===== config.mk =====
export PLATFORM = sky130hd
export DESIGN_NAME = nwo_div
export DESIGN_NICKNAME = d
export VERILOG_FILES = /design/src/rtl/core/nwo_pkg.sv /design/src/rtl/core/nwo_div.sv
export SDC_FILE = /design/constraint.sdc
export NUM_CORES = 1
export LEC_CHECK = 0
export BUFFER_PORTS_ARGS = -buffer_cell sky130_fd_sc_hd__buf_2
export CAP_MARGIN = 40
export CELL_PAD_IN_SITES_DETAIL_PLACEMENT = 1
export CELL_PAD_IN_SITES_GLOBAL_PLACEMENT = 1
export CORE_MARGIN = 3
export CORE_UTILIZATION = 37
export CTS_CLUSTER_DIAMETER = 40
export DETAILED_ROUTE_END_ITERATION = 10
export HOLD_SLACK_MARGIN = 0.05
export PLACE_DENSITY = 0.76
export SYNTH_ARGS = -nofsm -noshare
export SYNTH_HDL_FRONTEND = slang
export SYNTH_SLANG_ARGS = --single-unit

===== constraint.sdc =====
create_clock -name clk -period 3.25 [get_ports clk]
set_input_delay 0.65 -clock clk [delete_from_list [all_inputs] [get_ports clk]]
set_output_delay 0.65 -clock clk [all_outputs]
set_load 0.02 [all_outputs]

===== src/rtl/core/nwo_pkg.sv =====
// Shared types and constants for the non-uniform wavetable oscillator.
// Used by the divider, the top level and the checker; depends on nothing.
package nwo_pkg;

  localparam int POS_W = 24;
  localparam int LVL_W = 16;
  localparam int DIV_W = 25;

  localparam logic [1:0] REQ_LOAD   = 2'd0;
  localparam logic [1:0] REQ_START  = 2'd1;
  localparam logic [1:0] REQ_SAMPLE = 2'd2;

  localparam logic CFG_PHASE_STEP = 1'b0;
  localparam logic CFG_PERIOD     = 1'b1;

  typedef struct packed {
    logic [POS_W-1:0] pos;
    logic [LVL_W-1:0] level;
  } pt_t;

  // Request to the shared divider: the remainder starts at rem_init and the
  // dividend bits of dq_init are shifted in, most significant first.
  typedef struct packed {
    logic             start;
    logic [DIV_W-1:0] rem_init;
    logic [DIV_W-1:0] dq_init;
    logic [DIV_W-1:0] divisor;
    logic [4:0]       steps;
  } div_req_t;

  typedef struct packed {
    logic busy;
    logic done;
  } div_stat_t;

endpackage


===== src/rtl/core/nwo_div.sv =====
// Bit-serial restoring divider, one quotient bit per cycle.
// Depends on nwo_pkg for the request and status structs.
module nwo_div import nwo_pkg::*; (
  input  logic             clk,
  input  logic             rst_n,
  input  div_req_t         req,
  output div_stat_t        stat,
  output logic [DIV_W-1:0] quot,
  output logic [DIV_W-1:0] rem
);

  logic [DIV_W-1:0] rem_r, dq_r, div_r;
  logic [4:0]       cnt_r;
  logic             busy_r, done_r;
  logic [DIV_W:0]   trial;
  logic             ge;

  // The remainder always stays below the divisor, so it fits in DIV_W bits.
  assign trial = {rem_r, dq_r[DIV_W-1]};
  assign ge    = trial >= {1'b0, div_r};

  always_ff @(posedge clk) begin
    if (!rst_n) begin
      busy_r <= 1'b0;
      done_r <= 1'b0;
      cnt_r  <= '0;
    end else begin
      done_r <= 1'b0;
      if (req.start) begin
        busy_r <= 1'b1;
        cnt_r  <= req.steps;
        rem_r  <= req.rem_init;
        dq_r   <= req.dq_init;
        div_r  <= req.divisor;
      end else if (busy_r) begin
        rem_r <= ge ? DIV_W'(trial - {1'b0, div_r}) : trial[DIV_W-1:0];
        dq_r  <= {dq_r[DIV_W-2:0], ge};
        cnt_r <= cnt_r - 5'd1;
        if (cnt_r == 5'd1) begin
          busy_r <= 1'b0;
          done_r <= 1'b1;
        end
      end
    end
  end

  assign stat.busy = busy_r;
  assign stat.done = done_r;
  assign quot      = dq_r;
  assign rem       = rem_r;

endmodule


==> results.yml <==
clock_network:
  cts_buffer_depth: 2
  cts-root-buf: "clkbuf_16"
  cts_hold_buf: 0
  cts_buffers: 9
  cts_max_level: 3
  cts_tree: "yes"
  clkLatencyLatePin_ns: 0.35
  cts.sinks: 82
  cts.clk_slew.worst_paths_ns: 0.07
detailed_routing:
  vias: 3902
  firstDrtPassIters: 4
  post-route-drc-count: 0
  vias_per_cell: 5.11
  wl_per_cell_um: 17.4
  drt-total-wl_mm: 13.3
  antenna_left: 0
  first_iter_violations: 163
floorplan:
  rows: 41
  die_y_um: 120
  die_width_um: 120
  start_util_pct: 38.1
  core_area_sq_um: 12700
  io_pins: 135
  dieArea_sq_um: 14500
global_routing:
  grt_pass1_vias: 4170
  grt_max_degree: 51
  track_usage_pct: 18.7
  globalRouteOverflowTotal: 0
  antenna_found_initial: 0
  grt_pass1_wl_mm: 21.3
timing:
  rsz0062_at_grt: "yes"
  final.setup.tns_ns: -0.412
  fin_crit_sh_pct: 102
  setup_violations: 13
  fmax_mhz: 301
  hold_viol: 0
  min_period_ns: 3.32
  relSlewSlack_pct: 72.2
  fin_ws_ns: -0.0745
  finClkSkew_ns: 0.0104
  worst_pin_slew_ns: 0.413
  report.final.slew_viol_count: 0
synth:
  synthFlopType: "edfxtp_1"
  syn_nets: 547
  synth.avg_cell_area_sq_um: 11.1
  syn-instance-count: 436
  ys_seq_area_share_pct: 49.4
  ys.warnings.count: 0
  synth_seq_cells: 82
  synth_area_sq_um: 4840
  synth-edff-count: 75
  synthDistinctLibCells: 48
  async_reset_ff_share_pct: 0
worst_setup_path:
  reg2regPathDepth: 19
  crit_required_ns: 3.35
  cp_slowest_cell: "edfxtp_1"
  crit_family: "compound AO/OA/AOI/OAI gates"
  max_stage_delay_ns: 0.40
  cpMostUsedCell: "buf_4"
  crit_buf_inv: 9
  worstPathArrival_ns: 3.43
  cp_cell_sequence: "inv_1 > ha_2 > inv_2 > fa_2 > a211oi_2 > o21bai_2 > o21a_1 > a21oi_2 > buf_4 > buf_4 > buf_4 > buf_4 > buf_4 > buf_4 > buf_4 > nand2_2 > xnor2_2 > a21oi_1 > mux2_2"
  timing.rr.end: "rem[18]$_DFFE_PP_"
  reg2reg_from: "quot[24]$_DFFE_PP_"
  rrSetupSlack_ns: -0.07
  path_max_fanout: 3
  end_kind: "flop"
  cp-start-kind: "flop"
  worstSetupPathType: "flop to flop"
hold_path:
  hold_start: "req[29]"
  hp-class: "input pin to flop"
  whs_path_depth: 1
  hold-path-endpoint: "div_r[24]$_DFFE_PP_"
job:
  maxCapViolCount: 0
layout:
  nets: 698
  final_area_sq_um: 6250
  areaGrowthSynthToFinish_pct: 29.1
  drive_above_1_share_pct: 40.9
  num_antenna_cells: 0
place:
  dp_hpwl_mm: 9.87
  placed_area_sq_um: 5760
  gp_congestion: 0.885
  io_buffers: 134
run_status:
  outcome: "finished, violations left"
  violations: "negative setup slack"
pwr:
  ir_drop_v: 0.000286
  power_frac_comb_pct: 29.5
  power_frac_seq_pct: 40.2
  swShare_pct: 31.1
  p_leak_uw: 0.00268
  total_power_uw: 3290
  netSwitchingPower_uw: 1020
  power_density_nw_per_um2: 526
  p_int_uw: 2270
  power.share.clock_pct: 30.3
power by group through the flow:
stage	Clock, uW	Combinational, uW	Sequential (uW)
finish	997	968	1320
global route	1070	1070	1330
CTS	1020	933	1320
detailed placement	0	905	1340
global placement	0	873	1340
floorplan	0	566	1400
per-stage QoR:
step,utilization [%],cells,worst slack [ns],hold slack (ns)
final,49.2,764,-0.0745,0.473
after global routing,49.2,764,-0.222,0.458
after detailed placement,45.2,736,-0.122,0.569
after floorplan,-,436,0.0126,0.543
after CTS,48.3,761,-0.0183,0.462
after global placement,45.2,736,0.00558,0.555
Yosys cell counts (all sizes together) (10+ instances only):
cell / instances / area (sq um)
a21o: 11 / 82.6
a21oi: 36 / 180
clkbuf: 16 / 60.1
edfxtp: 75 / 2250
ha: 27 / 338
inv: 30 / 113
mux2: 43 / 492
nand2: 23 / 86.3
nor2: 25 / 93.8
o21ai: 22 / 110
xnor2: 13 / 114
xor2: 10 / 87.6
cell type report:
| cell class | count | area [sq um] |
|---|---|---|
| Fill cell | 1480 | 6470 |
| Sequential cell | 82 | 2390 |
| Multi-Input combinational cell | 302 | 2330 |
| Timing Repair Buffer | 162 | 912 |
| Clock buffer | 11 | 253 |
| Tap cell | 172 | 215 |
| Inverter | 30 | 113 |
| Clock inverter | 5 | 37.5 |
state kept, by name (all words and copies together) (netlist names):
| register | cells |
|---|---|
| done_r | 1 |
| busy_r | 1 |
| rem | 25 |
| cnt_r | 5 |
| quot | 25 |
| div_r | 25 |
placed cells by master (no fill, tap or decap), types with 9 or more instances in the layout:
master,n
edfxtp_1,75
buf_4,22
nor2_1,20
xnor2_1,12
ha_1,26
nand3_1,9
buf_2,134
a21o_1,11
nand2_1,22
inv_1,29
a21oi_1,34
mux2_2,39
o21ai_0,21
xor2_1,10
clkbuf_16,9
repair_timing:
item / in CTS / in global routing
setup buffers: 9 / 3
gates resized for setup: 11 / 19
pin swaps: 7 / 14
hold endpoints to repair: 0 / 0
endpoints found under the setup margin: 21 / 26
logic make-up after synthesis:
logic type	share of synthesized area, %
flip-flops	49.4
multiplexers	10.8
adder cells (fa/ha/maj)	7.39
AO/OA/AOI/OAI	12.2
buffers and inverters	4.55
AND/OR/NAND/NOR	11.6
XOR/XNOR	4.16
routing by layer:
| metal | track usage (%) | wire length, um | share of wire (%) | vias up |
|---|---|---|---|---|
| met4 | 6.02 | 251 | 1.9 | 0 |
| met5 | 0 | 0 | 0 | - |
| met3 | 4.30 | 499 | 3.8 | 22 |
| met1 | 22.8 | 5720 | 43 | 1892 |
| li1 | - | - | - | 1906 |
| met2 | 32.5 | 6810 | 51 | 82 |
worst max-delay path by stage:
stage	from	to	slack (ns)	depth (start not counted)
2_1_floorplan	quot[24]$_DFFE_PP_	rem[15]$_DFFE_PP_	0.01	13
3_3_place_gp	quot[24]$_DFFE_PP_	rem[17]$_DFFE_PP_	0.006	13
3_5_place_dp	quot[24]$_DFFE_PP_	rem[9]$_DFFE_PP_	-0.12	15
4_1_cts	quot[24]$_DFFE_PP_	rem[15]$_DFFE_PP_	-0.02	13
5_1_grt	quot[24]$_DFFE_PP_	rem[5]$_DFFE_PP_	-0.22	14
6_report	quot[24]$_DFFE_PP_	rem[18]$_DFFE_PP_	-0.07	19
(Power assumes the default switching activity.)
